## src/hexagonal_polar_cube_convert_top_assert.svh

```systemverilog
// assertion macros for the hexagonal polar / cube converter
// used by the top level only, no other dependencies
`ifndef HEXAGONAL_POLAR_CUBE_CONVERT_TOP_ASSERT_SVH
`define HEXAGONAL_POLAR_CUBE_CONVERT_TOP_ASSERT_SVH

// property that must hold whenever the antecedent is true
`define HPC_ASSERT_IMP(lbl, ante, cons) \
    lbl: assert property (@(posedge clk) disable iff (!rst_n) (ante) |-> (cons)) \
        else $error("hpc assertion failed");

// property checked in the cycle after the antecedent
`define HPC_ASSERT_NEXT(lbl, ante, cons) \
    lbl: assert property (@(posedge clk) disable iff (!rst_n) (ante) |=> (cons)) \
        else $error("hpc assertion failed");

`endif

```

## src/hpcc_pkg.sv

```systemverilog
// shared types, constants and sector tables for the hexagonal polar / cube converter
// no dependencies
package hpcc_pkg;

    localparam int FracBits   = 16;
    localparam int ValueWidth = 32;
    localparam int QueueDepth = 4;

    localparam logic FUNC_FWD = 1'b0;
    localparam logic FUNC_INV = 1'b1;

    // inverse sector codes
    typedef enum logic [2:0] {
        INV_NONE = 3'd0,
        INV_S0   = 3'd1,
        INV_S1   = 3'd2,
        INV_S23  = 3'd3,
        INV_S4   = 3'd4,
        INV_S5   = 3'd5
    } inv_sec_t;

    // sector base coefficient, integer part
    function automatic logic signed [3:0] sec_base(input logic [2:0] s, input logic [1:0] i);
        logic signed [3:0] b;
        b = 4'sd0;
        unique case (s)
            3'd0: b = (i == 2'd0) ? 4'sd1  : (i == 2'd1) ? 4'sd0  : -4'sd1;
            3'd1: b = (i == 2'd0) ? 4'sd1  : (i == 2'd1) ? 4'sd1  : -4'sd2;
            3'd2: b = (i == 2'd0) ? -4'sd1 : (i == 2'd1) ? 4'sd3  : -4'sd2;
            3'd3: b = (i == 2'd0) ? -4'sd4 : (i == 2'd1) ? 4'sd3  : 4'sd1;
            3'd4: b = (i == 2'd0) ? -4'sd4 : (i == 2'd1) ? -4'sd1 : 4'sd5;
            default: b = (i == 2'd0) ? 4'sd1 : (i == 2'd1) ? -4'sd6 : 4'sd5;
        endcase
        return b;
    endfunction

    // sector slope, -1, 0 or +1
    function automatic logic signed [1:0] sec_slope(input logic [2:0] s, input logic [1:0] i);
        logic signed [1:0] d;
        d = 2'sd0;
        unique case (s)
            3'd0: d = (i == 2'd0) ? -2'sd1 : (i == 2'd1) ? 2'sd1  : 2'sd0;
            3'd1: d = (i == 2'd0) ? -2'sd1 : (i == 2'd1) ? 2'sd0  : 2'sd1;
            3'd2: d = (i == 2'd0) ? 2'sd0  : (i == 2'd1) ? -2'sd1 : 2'sd1;
            3'd3: d = (i == 2'd0) ? 2'sd1  : (i == 2'd1) ? -2'sd1 : 2'sd0;
            3'd4: d = (i == 2'd0) ? 2'sd1  : (i == 2'd1) ? 2'sd0  : -2'sd1;
            default: d = (i == 2'd0) ? 2'sd0 : (i == 2'd1) ? 2'sd1 : -2'sd1;
        endcase
        return d;
    endfunction

endpackage

```

## src/hpcc_front.sv

```systemverilog
// front end: accepts transactions, classifies sector and pushes a queue entry
// depends on hpcc_pkg
module hpcc_front #(
    parameter int FRAC_BITS   = hpcc_pkg::FracBits,
    parameter int VALUE_WIDTH = hpcc_pkg::ValueWidth,
    parameter int DEPTH       = hpcc_pkg::QueueDepth
) (
    input  logic                          clk,
    input  logic                          rst_n,
    input  logic                          in_valid,
    output logic                          in_ready,
    input  logic                          func,
    input  logic signed [VALUE_WIDTH-1:0] rho_in,
    input  logic signed [VALUE_WIDTH-1:0] phi_in,
    input  logic signed [VALUE_WIDTH-1:0] x1_in,
    input  logic signed [VALUE_WIDTH-1:0] x2_in,
    input  logic signed [VALUE_WIDTH-1:0] x3_in,
    output logic                          q_valid,
    input  logic                          q_pop,
    output logic                          q_func,
    output logic                          q_err,
    output logic [2:0]                    q_sec,
    output logic signed [VALUE_WIDTH-1:0] q_a,
    output logic signed [VALUE_WIDTH-1:0] q_b,
    output logic signed [VALUE_WIDTH-1:0] q_c
);
    localparam int AW = (DEPTH > 1) ? $clog2(DEPTH) : 1;
    localparam int CW = $clog2(DEPTH + 1);

    logic                          func_mem [DEPTH];
    logic                          err_mem  [DEPTH];
    logic [2:0]                    sec_mem  [DEPTH];
    logic signed [VALUE_WIDTH-1:0] a_mem    [DEPTH];
    logic signed [VALUE_WIDTH-1:0] b_mem    [DEPTH];
    logic signed [VALUE_WIDTH-1:0] c_mem    [DEPTH];

    logic [AW-1:0] wr_reg, wr_next, rd_reg, rd_next;
    logic [CW-1:0] cnt_reg, cnt_next;
    logic          push;
    logic          err;
    logic [2:0]    sec;
    logic [VALUE_WIDTH-FRAC_BITS-1:0] ipart;
    hpcc_pkg::inv_sec_t isec;

    assign in_ready = (cnt_reg != CW'(DEPTH)) || q_pop;
    assign push     = in_valid && in_ready;
    assign q_valid  = (cnt_reg != '0);

    // forward range check and sector from the integer part of phi
    always_comb
    begin
        ipart = phi_in[VALUE_WIDTH-1:FRAC_BITS];
        err   = phi_in[VALUE_WIDTH-1] ||
                (phi_in > ($signed({{(VALUE_WIDTH-3){1'b0}}, 3'd6}) <<< FRAC_BITS));
        sec   = (ipart > (VALUE_WIDTH-FRAC_BITS)'(5)) ? 3'd5 : ipart[2:0];
    end

    // inverse sign pattern classification
    always_comb
    begin
        logic p1, p2, p3, n1, n2, n3;
        p1 = !x1_in[VALUE_WIDTH-1] && (x1_in != '0);
        p2 = !x2_in[VALUE_WIDTH-1] && (x2_in != '0);
        p3 = !x3_in[VALUE_WIDTH-1] && (x3_in != '0);
        n1 = x1_in[VALUE_WIDTH-1];
        n2 = x2_in[VALUE_WIDTH-1];
        n3 = x3_in[VALUE_WIDTH-1];
        priority if (p1 && !n2 && n3)      isec = hpcc_pkg::INV_S0;
        else if (!p1 && p2 && n3)          isec = hpcc_pkg::INV_S1;
        else if (n1 && p2 && !n3)          isec = hpcc_pkg::INV_S23;
        else if (n1 && !p2 && p3)          isec = hpcc_pkg::INV_S23;
        else if (!n1 && n2 && p3)          isec = hpcc_pkg::INV_S4;
        else if (p1 && n2 && !p3)          isec = hpcc_pkg::INV_S5;
        else                               isec = hpcc_pkg::INV_NONE;
    end

    // queue pointers
    always_comb
    begin
        wr_next  = push  ? ((wr_reg == AW'(DEPTH-1)) ? '0 : wr_reg + 1'b1) : wr_reg;
        rd_next  = q_pop ? ((rd_reg == AW'(DEPTH-1)) ? '0 : rd_reg + 1'b1) : rd_reg;
        cnt_next = cnt_reg + CW'(push) - CW'(q_pop);
    end

    always_ff @(posedge clk or negedge rst_n)
    begin
        if (!rst_n)
        begin
            wr_reg  <= '0;
            rd_reg  <= '0;
            cnt_reg <= '0;
        end
        else
        begin
            wr_reg  <= wr_next;
            rd_reg  <= rd_next;
            cnt_reg <= cnt_next;
        end
    end

    // queue storage
    always_ff @(posedge clk)
    begin
        if (push)
        begin
            func_mem[wr_reg] <= func;
            err_mem[wr_reg]  <= (func == hpcc_pkg::FUNC_FWD) && err;
            sec_mem[wr_reg]  <= (func == hpcc_pkg::FUNC_FWD) ? sec : 3'(isec);
            a_mem[wr_reg]    <= (func == hpcc_pkg::FUNC_FWD) ? rho_in : x1_in;
            b_mem[wr_reg]    <= (func == hpcc_pkg::FUNC_FWD) ? phi_in : x2_in;
            c_mem[wr_reg]    <= x3_in;
        end
    end

    assign q_func = func_mem[rd_reg];
    assign q_err  = err_mem[rd_reg];
    assign q_sec  = sec_mem[rd_reg];
    assign q_a    = a_mem[rd_reg];
    assign q_b    = b_mem[rd_reg];
    assign q_c    = c_mem[rd_reg];
endmodule

```

## config.mk

```make
export PLATFORM = sky130hd
export DESIGN_NAME = hpcc_front
export DESIGN_NICKNAME = d
export VERILOG_FILES = /design/src/hexagonal_polar_cube_convert_top_assert.svh /design/src/hpcc_pkg.sv /design/src/hpcc_front.sv
export SDC_FILE = /design/constraint.sdc
export NUM_CORES = 1
export LEC_CHECK = 0
export BUFFER_PORTS_ARGS = -buffer_cell sky130_fd_sc_hd__buf_4
export CORE_UTILIZATION = 40
export DETAILED_ROUTE_END_ITERATION = 8
export PLACE_DENSITY_LB_ADDON = 0.3
export SLEW_MARGIN = 25
export SYNTH_ARGS = -nofsm -noshare
export SYNTH_HDL_FRONTEND = slang
export SYNTH_SLANG_ARGS = --single-unit
```

## constraint.sdc

```tcl
create_clock -name clk -period 5 [get_ports clk]
set_input_delay 1 -clock clk [delete_from_list [all_inputs] [get_ports clk]]
set_output_delay 1 -clock clk [all_outputs]
set_load 0.02 [all_outputs]
```

# Word-level counts from Yosys, hierarchy flattened
# Memory sizes are Yosys's and may differ from the RTL's.
# Cells that the tools add are included.
totals:
  register_bits: 7
  ramBits: 404
  input_bits: 165
  out_inout_bits: 103
  wordCells: 62
  memories: 6
classes:
  addsub: 4
  magnitude_cmp: 2
  n_eq_ne: 3
  mux: 14
  n_bitwise: 1
  reduce_logical: 29
memory_table:
  columns: ["name", "words", "width", "read_ports", "rd_clocked_by_memory_dff", "wr", "line", "rtl"]
  rows:
  - ["a_mem", 4, 32, 1, 0, 1, "hpcc_front.sv:33", "logic signed [VALUE_WIDTH-1:0] a_mem [DEPTH];"]
  - ["b_mem", 4, 32, 1, 0, 1, "hpcc_front.sv:34", "logic signed [VALUE_WIDTH-1:0] b_mem [DEPTH];"]
  - ["c_mem", 4, 32, 1, 0, 1, "hpcc_front.sv:35", "logic signed [VALUE_WIDTH-1:0] c_mem [DEPTH];"]
  - ["sec_mem", 4, 3, 1, 0, 1, "hpcc_front.sv:32", "logic [2:0] sec_mem [DEPTH];"]
  - ["err_mem", 4, 1, 1, 0, 1, "hpcc_front.sv:31", "logic err_mem [DEPTH];"]
  - ["func_mem", 4, 1, 1, 0, 1, "hpcc_front.sv:30", "logic func_mem [DEPTH];"]
op_table:
  columns: ["operator", "n"]
  rows:
  - ["32-bit nonzero test", 3]
  - ["32-bit 2-to-1 mux", 2]
  - ["32-bit by 20-bit greater-than comparator with 1-bit output, second input constant", 1]
  - ["3-bit 2-to-1 mux", 8]
  - ["1-bit logical AND", 17]
  - ["16-bit by 3-bit greater-than comparator with 1-bit output, second input constant", 1]
  - ["1-bit zero test", 6]
  - ["2-bit by 1-bit adder with 2-bit output, second input constant", 2]
  - ["2-bit equality test, second input constant", 2]
  - ["2-bit 2-to-1 mux", 2]
  - ["3-bit by 1-bit adder with 3-bit output", 1]
  - ["3-bit != test, second input constant", 1]
  - ["3-bit nonzero test", 1]
  - ["3-bit by 1-bit subtractor with 3-bit output", 1]
  - ["1-bit logical OR", 2]
  - ["1-bit 2-to-1 mux", 2]
  - ["1-bit NOT", 1]

# Depth between registers and ports, before layout
# Gate-level depths: netlist of run 1.
depth:
  ltp_word: 11
  ltp_mapped: 8

# Worst setup path after synthesis of run 1
# OpenSTA, ideal clock, no wires.
synth_timing:
  kind: "in2reg"
  start: "in q_pop"
  end: "mem a_mem[0][0] in the netlist's numbering (enable)"
  setup_ns: 0.472
  arrival_time_ns: 3.829
  path_slack_ns: 0.699
  path_stages: 3
  path_buffers: 1
  path_cell_list: "or4b_1 clkbuf_1 and3_1"
synth_via:
  elab_chain_cells: 4
synth_rtl:
  columns: ["element", "line", "rtl"]
  rows:
  - ["start, declared", "hpcc_front.sv:19", "input logic q_pop,"]
  - ["1-bit logical OR", "hpcc_front.sv:45", "assign in_ready = (cnt_reg != CW'(DEPTH)) || q_pop;"]
  - ["named net in_ready", "hpcc_front.sv:11", "output logic in_ready,"]
  - ["1-bit logical AND", "hpcc_front.sv:46", "assign push = in_valid && in_ready;"]
  - ["1-bit 2-to-1 mux", "hpcc_front.sv:104", "if (push)"]
  - ["1-bit 2-to-1 mux", "hpcc_front.sv:109", "a_mem[wr_reg] <= (func == hpcc_pkg::FUNC_FWD) ? rho_in : x1_in;"]
  - ["end, declared", "hpcc_front.sv:33", null]
# The timed path passes the listed nets, and every way through them passes these cells.

# Final worst setup path of run 1
layout_timing:
  start: "reg rd_reg[1]"
  end: "out q_b[22]"
layout_via:
  elab_chain_cells: 1
layout_rtl:
  columns: ["element", "line", "rtl"]
  rows:
  - ["start, declared", "hpcc_front.sv:37", "logic [AW-1:0] wr_reg, wr_next, rd_reg, rd_next;"]
  - ["start signal, assigned", "hpcc_front.sv:96", "rd_reg <= rd_next;"]
  - ["memory read 4 x 32 bit", null, null]
  - ["end, declared", "hpcc_front.sv:24", "output logic signed [VALUE_WIDTH-1:0] q_b,"]
# No other way between the ends.

==> results of run 1 <==
[kinds of logic after synthesis]
group	synth area share [%]
flops	76.5
simple gates	2.36
compound gates	0.669
buf+inv	0.980
mux	18.7
fa+ha+maj	0.669
xor+xnor	0.109
[report_power, final]
| group | internal, mW | switching [mW] | leakage (nW) |
|---|---|---|---|
| Combinational | 1.45 | 1.78 | 2.45 |
| Clock | 1.71 | 1.27 | 0.638 |
| Sequential | 4.55 | 0.274 | 3.78 |
| Total | 7.71 | 3.33 | 6.87 |
[worst register-to-register path, delay by kind of cell (launching register included)]
family,cells,cell delay (ps)
flops,1,400
buf+inv,1,520
simple gates,2,1130
[metrics by stage]
stage | utilization [%] | instance area (µm²) | setup WS (ps) | power [mW] | hold slack [ps]
2_1_floorplan | - | 16100 | 699 | 6.81 | 487
3_3_place_gp | 47.3 | 18800 | 1520 | 8.17 | 520
4_1_cts | 50.6 | 20100 | 1260 | 11.2 | 204
3_5_place_dp | 47.3 | 18800 | 1570 | 8.22 | 530
5_1_grt | 50.6 | 20100 | 1180 | 11.5 | 216
6_report | 50.6 | 20100 | 1350 | 11.0 | 248
[layer usage]
layer / up-vias / routed length [µm] / global-route usage (%)
met2: 227 / 16300 / 26.6
met4: 0 / 568 / 4.56
met5: - / 0 / 0
met3: 41 / 2410 / 5.31
met1: 4171 / 14700 / 22.8
li1: 3616 / - / -
[final cells by class]
type,instances,area (µm²),share of cell area (%)
flip-flops and latches,411,12300,61.3
well taps,525,657,3.27
diodes,2,5.00,0.0249
inverters,8,30.0,0.149
clock inverters,19,129,0.641
repair buffers,278,2140,10.6
multi-input cells,251,3650,18.1
clock buffers,60,1180,5.88
[cells in the mapped netlist, types with 2 or more instances]
cell type    n  share of area (%)
and3_1       4               0.16
nand2_1      2              0.047
mux4_2     101                 14
or4_1        2              0.093
inv_1        8               0.19
ha_1         7               0.54
o21ai_0      4               0.12
dfrtp_1      7                1.1
mux2_2      64                4.5
nand2b_1     2              0.078
buf_2        9               0.28
clkbuf_1    16               0.37
nor4_1      27                1.0
edfxtp_1   404                 75
nor2_1       3              0.070
buf_1        6               0.14
nand4_1      7               0.27
nor3_1       4               0.12
[worst paths after layout]
check	start	end	cells past startpoint
min in group clk	cnt_reg[0]$_DFF_PN0_	cnt_reg[0]$_DFF_PN0_	1
min	rst_n	rd_reg[0]$_DFFE_PN0P_	1
max	rd_reg[1]$_DFFE_PN0P_	q_b[22]	3
min reg2reg	cnt_reg[0]$_DFF_PN0_	cnt_reg[0]$_DFF_PN0_	1
max reg2reg	cnt_reg[2]$_DFF_PN0_	a_mem[0][25]$_DFFE_PP_	3
max in group asynchronous	rst_n	rd_reg[1]$_DFFE_PN0P_	1
==> summary.txt, run 1 <==
STA
  • Clk_skew: 15.7 ps
  • Tmin final: 3650 ps
  • Setup_tns: 0 ps
  • Final Max Tran Viols: 0
  • Tcrit/Tclk final: 73.0%
  • Max-slew headroom: 34.6%
  • Fmax achieved: 0.274 GHz
  • Hold Fails Final Rpt: 0
  • RSZ-0062 raised after global routing: false
  • Worst-Margin Slew: 980 ps
  • # setup viols final: 0

CTS
  • # clock sinks: 411
  • CTS tree: done
  • CTS root buf: clkbuf_16
  • CTS hold repair buffers: 0
  • Max clock buf depth: 3
  • H-tree depth: 2
  • Setup bufs post-CTS: 0
  • Clock Pin Slew Worst Setup and Hold Paths: 60 ps
  • TritonCTS Buffers: 44
  • CTS resizes: 0
  • Clock Latency Late Sink: 560 ps

GRT
  • Largest net degree at the start of global routing: 78
  • Antenna violations before repair: 2
  • Grt ovf: 0
  • First-pass GRT wire length: 51.5 mm
  • Vias in the first global route: 8462
  • GRT Util Overall: 16.9%

Placement
  • HPWL Detailed: 21.4 mm
  • Placed Instances: 1473
  • Port-buffer cells: 267
  • RePlAce Congestion: 0.761

Yosys
  • Mean post-synth cell area: 23.0 µm²
  • Synth Instances: 701
  • Yosys cell types: 42
  • Post-synthesis sequential area ratio: 76.5%
  • Synth Flop Type: edfxtp_1
  • Synth warn: 0
  • Syn Nets: 874
  • FFs w/ async S/R, synth: 1.70%
  • #FFs+latches synth: 411
  • Synthesized cell area: 16100 µm²
  • Number of synthesized flops with an enable pin: 404

Pwr
  • Pwr dens: 549 nW/µm²
  • Leakage: 6.87 nW
  • Peak supply drop: 253 µV

Routing
  • Post-DR wirelength/cell: 21.9 µm
  • ANT nets after route: 0
  • Initial DRT Pass Iterations: 4
  • DR DRC count: 0
  • Total wire length: 34.0 mm
  • Vias per inst: 5.18
  • Vias: 8055
  • 1st-iter DRT viols: 395

Setup path
  • CP Cell Sequence: buf_4 -> mux4_2 -> buf_4
  • Worst Path Arrival: 2650 ps
  • CP top delay family: flip-flops
  • Most frequent cell on the critical path: buf_4
  • Critical Path Sink Type: output pin
  • Crit path launch type: flop
  • Worst Path Buf+Inv: 2
  • Crit-path slowest cell: dfrtp_4
  • Worst-path maximum fanout: 55
  • WP data required: 4000 ps
  • Largest stage delay on the critical path: 1000 ps
  • R2r setup slk: 2590 ps
  • CP Class: flop to output pin

Die
  • CORE AREA: 39700 µm²
  • Die Footprint: 41000 µm²
  • Die Ht: 203 µm
  • Initial core utilization: 40.5%
  • Die width: 203 µm
  • Num ports: 268
  • Rows: 73

Final layout
  • Share of cells above drive strength 1: 49.7%
  • Commonest cells after routing, fill and taps aside: 404 x edfxtp_1, 274 x buf_4, 101 x mux4_2
  • Nets: 1167
  • Largest regs: a_mem (128), b_mem (128), c_mem (128)
  • Commonest non-fill, non-tap cell in the layout: edfxtp_1
  • Non-Filler Instances: 1554
  • Area Growth Syn to Fin: 24.9%
  • Fill cell instance count of the final layout: 3212

Run
  • Max Cap Viol: 0

Worst hold path
  • HP Class: primary input to asynchronous set/reset pin

Run status
  • Outcome: complete, no violations
No activity file was read; power rests on OpenSTA's default activity.
==> inputs of run 2 (changes only) <==
==> constraint.sdc (replaced) <==
create_clock -name clk -period 3.4 [get_ports clk]
set_input_delay 0.68 -clock clk [delete_from_list [all_inputs] [get_ports clk]]
set_output_delay 0.68 -clock clk [all_outputs]
set_load 0.02 [all_outputs]
==> run 2 against run 1 <==
- power increased by 48%
- combinational power increased by 52%
- cell count increased by 0.26%
- non-clock buffer count increased by 8
- sequential cell count unchanged
- cell area increased by 0.55%
- largest power group unchanged
- register-to-register slack got worse by 1400 ps
==> summary.txt, run 2 (same netlist as run 1, synthesis figures left out) <==
Run
  • Max Cap Viol: 0 (unchanged)

Final layout
  • Area Growth Syn to Fin: 25.6%
  • Commonest cells after routing, fill and taps aside: 404 x edfxtp_1, 277 x buf_4, 101 x mux4_2
  • Largest regs: a_mem (128), b_mem (128), c_mem (128)
  • Share of cells above drive strength 1: 50.1% (+0.49 points)
  • Nets: 1173 (+0.51%)
  • Fill cell instance count of the final layout: 3213 (+0.031%)
  • # diodes: 0 (-2)
  • Commonest non-fill, non-tap cell in the layout: edfxtp_1

CTS
  • Clock Pin Slew Worst Setup and Hold Paths: 60 ps (about the same)
  • Max clock buf depth: 3 (unchanged)
  • TritonCTS Buffers: 42 (-4.5%)
  • CTS tree: done
  • CTS root buf: clkbuf_16
  • # clock sinks: 411 (unchanged)
  • Clock Latency Late Sink: 550 ps (about the same)
  • H-tree depth: 2 (unchanged)
  • Setup bufs post-CTS: 0 (unchanged)

Die
  • Rows: 73 (unchanged)
  • Initial core utilization: 40.5% (unchanged)
  • Die width: 203 µm (unchanged)
  • Num ports: 268 (unchanged)
  • Die Ht: 203 µm (unchanged)
  • CORE AREA: 39700 µm² (unchanged)
  • Die Footprint: 41000 µm² (unchanged)

GRT
  • Grt ovf: 0 (unchanged)
  • First-pass GRT wire length: 52.4 mm (+1.8%)
  • Largest net degree at the start of global routing: 78 (unchanged)
  • Antenna violations before repair: 1 (-1)
  • GRT Util Overall: 17.1% (+0.23 points)
  • Vias in the first global route: 8627 (+1.9%)

Setup path
  • WP data required: 2720 ps (-1280 ps)
  • CP Class: flop to output pin
  • R2r setup slk: 1180 ps (-1410 ps)
  • Crit path capture: q_c[23]
  • Reg-to-reg startpoint: cnt_reg[1]$_DFF_PN0_
  • Worst-path maximum fanout: 43 (-22%)
  • Crit path launch type: flop
  • R2r endpoint: cnt_reg[2]$_DFF_PN0_
  • FF-to-FF path depth: 7 (+4)
  • Worst Path Arrival: 2350 ps (-300 ps)
  • Critical Path Sink Type: output pin
  • CP startpoint: rd_reg[1]$_DFFE_PN0P_

Routing
  • Vias: 8157 (+1.3%)
  • Vias per inst: 5.24 (+1.0%)
  • Total wire length: 34.2 mm (+0.85%)
  • Initial DRT Pass Iterations: 4 (unchanged)
  • Post-DR wirelength/cell: 22.0 µm (+0.59%)
  • 1st-iter DRT viols: 407 (+3.0%)
  • ANT nets after route: 0 (unchanged)
  • DR DRC count: 0 (unchanged)

STA
  • Worst hold margin: 345 ps (+96.8 ps)
  • Fmax achieved: 0.330 GHz
  • Tcrit/Tclk final: 89.2%
  • # setup viols final: 0 (unchanged)
  • Clk_skew: 11.3 ps (-4.46 ps)
  • Tmin final: 3030 ps
  • Setup_tns: 0 ps (unchanged)
  • Worst-Margin Slew: 1020 ps (+34.7 ps)
  • Hold Fails Final Rpt: 0 (unchanged)
  • RSZ-0062 raised after global routing: false
  • Max-slew headroom: 32.3% (-2.3 points)
  • Final Max Tran Viols: 0 (unchanged)

Worst hold path
  • Worst Hold Depth: 1
  • Hold Startpoint: x3_in[3]
  • HP Class: primary input to flop

Pwr
  • Pwr dens: 809 nW/µm² (+47%)
  • Peak supply drop: 339 µV (+34%)
  • Leakage: 6.94 nW (+0.96%)

Placement
  • RePlAce Congestion: 0.773 (+1.5%)
  • Port-buffer cells: 267 (unchanged)
  • HPWL Detailed: 22.1 mm (+3.4%)

Run status
  • Outcome: complete, no violations
==> run 2: changes by cell type in the layout (fill, tap and decap cells not counted), sizes merged <==
cell         previous run  this run
bufinv                  1         3
clkinvlp                1         0
buf                   278       285
clkbuf                 60        58
clkinv                 15        14
diode                   2         0
dlygate4sd3             0         1
==> run 2: critical path, cell delays in order, from the launching register on <==
cell and delay [ps]:
dfrtp_4 910, buf_4 340, mux4_2 350, buf_4 180
==> run 2: worst min path at each step <==
stage                                   endpoint  slack [ps]
after floorplan             cnt_reg[0]$_DFF_PN0_         380
after global placement      cnt_reg[1]$_DFF_PN0_         500
after detailed placement    cnt_reg[2]$_DFF_PN0_         500
after CTS                  c_mem[2][4]$_DFFE_PP_         310
after global routing      c_mem[3][29]$_DFFE_PP_         320
final                      c_mem[3][3]$_DFFE_PP_         350
==> run 2: layout make-up <==
type	count	area [µm²]	share of cell area, %
clock buffer	58	1140	5.65
timing repair buffer	286	2250	11.1
multi-input combinational	251	3650	18.1
sequential	411	12300	60.9
tap	525	657	3.25
clock inverter	19	171	0.848
inverter	8	30.0	0.149
==> run 2: metrics by stage <==
step                util, %  setup WS [ps]  cells  cell area, µm²  power (mW)
global placement       47.5            513   1480           18900        12.1
floorplan                 -            556    701           16100        9.95
finish                 50.9            369   1558           20200        16.3
global route           50.9            249   1558           20200        17.1
detailed placement     47.5            469   1480           18900        12.2
CTS                    50.9            259   1558           20200        16.6
==> run 2: report_power, final <==
| part | leakage (nW) | internal (mW) | switching, mW |
|---|---|---|---|
| Combinational | 2.50 | 2.20 | 2.71 |
| Clock | 0.648 | 2.58 | 1.84 |
| Sequential | 3.78 | 6.68 | 0.325 |
==> run 2: repair_timing <==
action	4_1_cts	5_1_grt
endpoints found under the setup margin	0	0
hold buffers	1	0
resized for setup	0	0
endpoints found under the hold margin	7	0
==> run 2: per-layer routing <==
| layer | share of wire, % | vias to the layer above | GRT usage [%] |
|---|---|---|---|
| li1 | - | 3625 | - |
| met1 | 44 | 4265 | 23.4 |
| met2 | 48 | 219 | 27.2 |
| met3 | 5.8 | 46 | 4.56 |
| met4 | 1.7 | 2 | 4.48 |
| met5 | 0.050 | - | 0 |
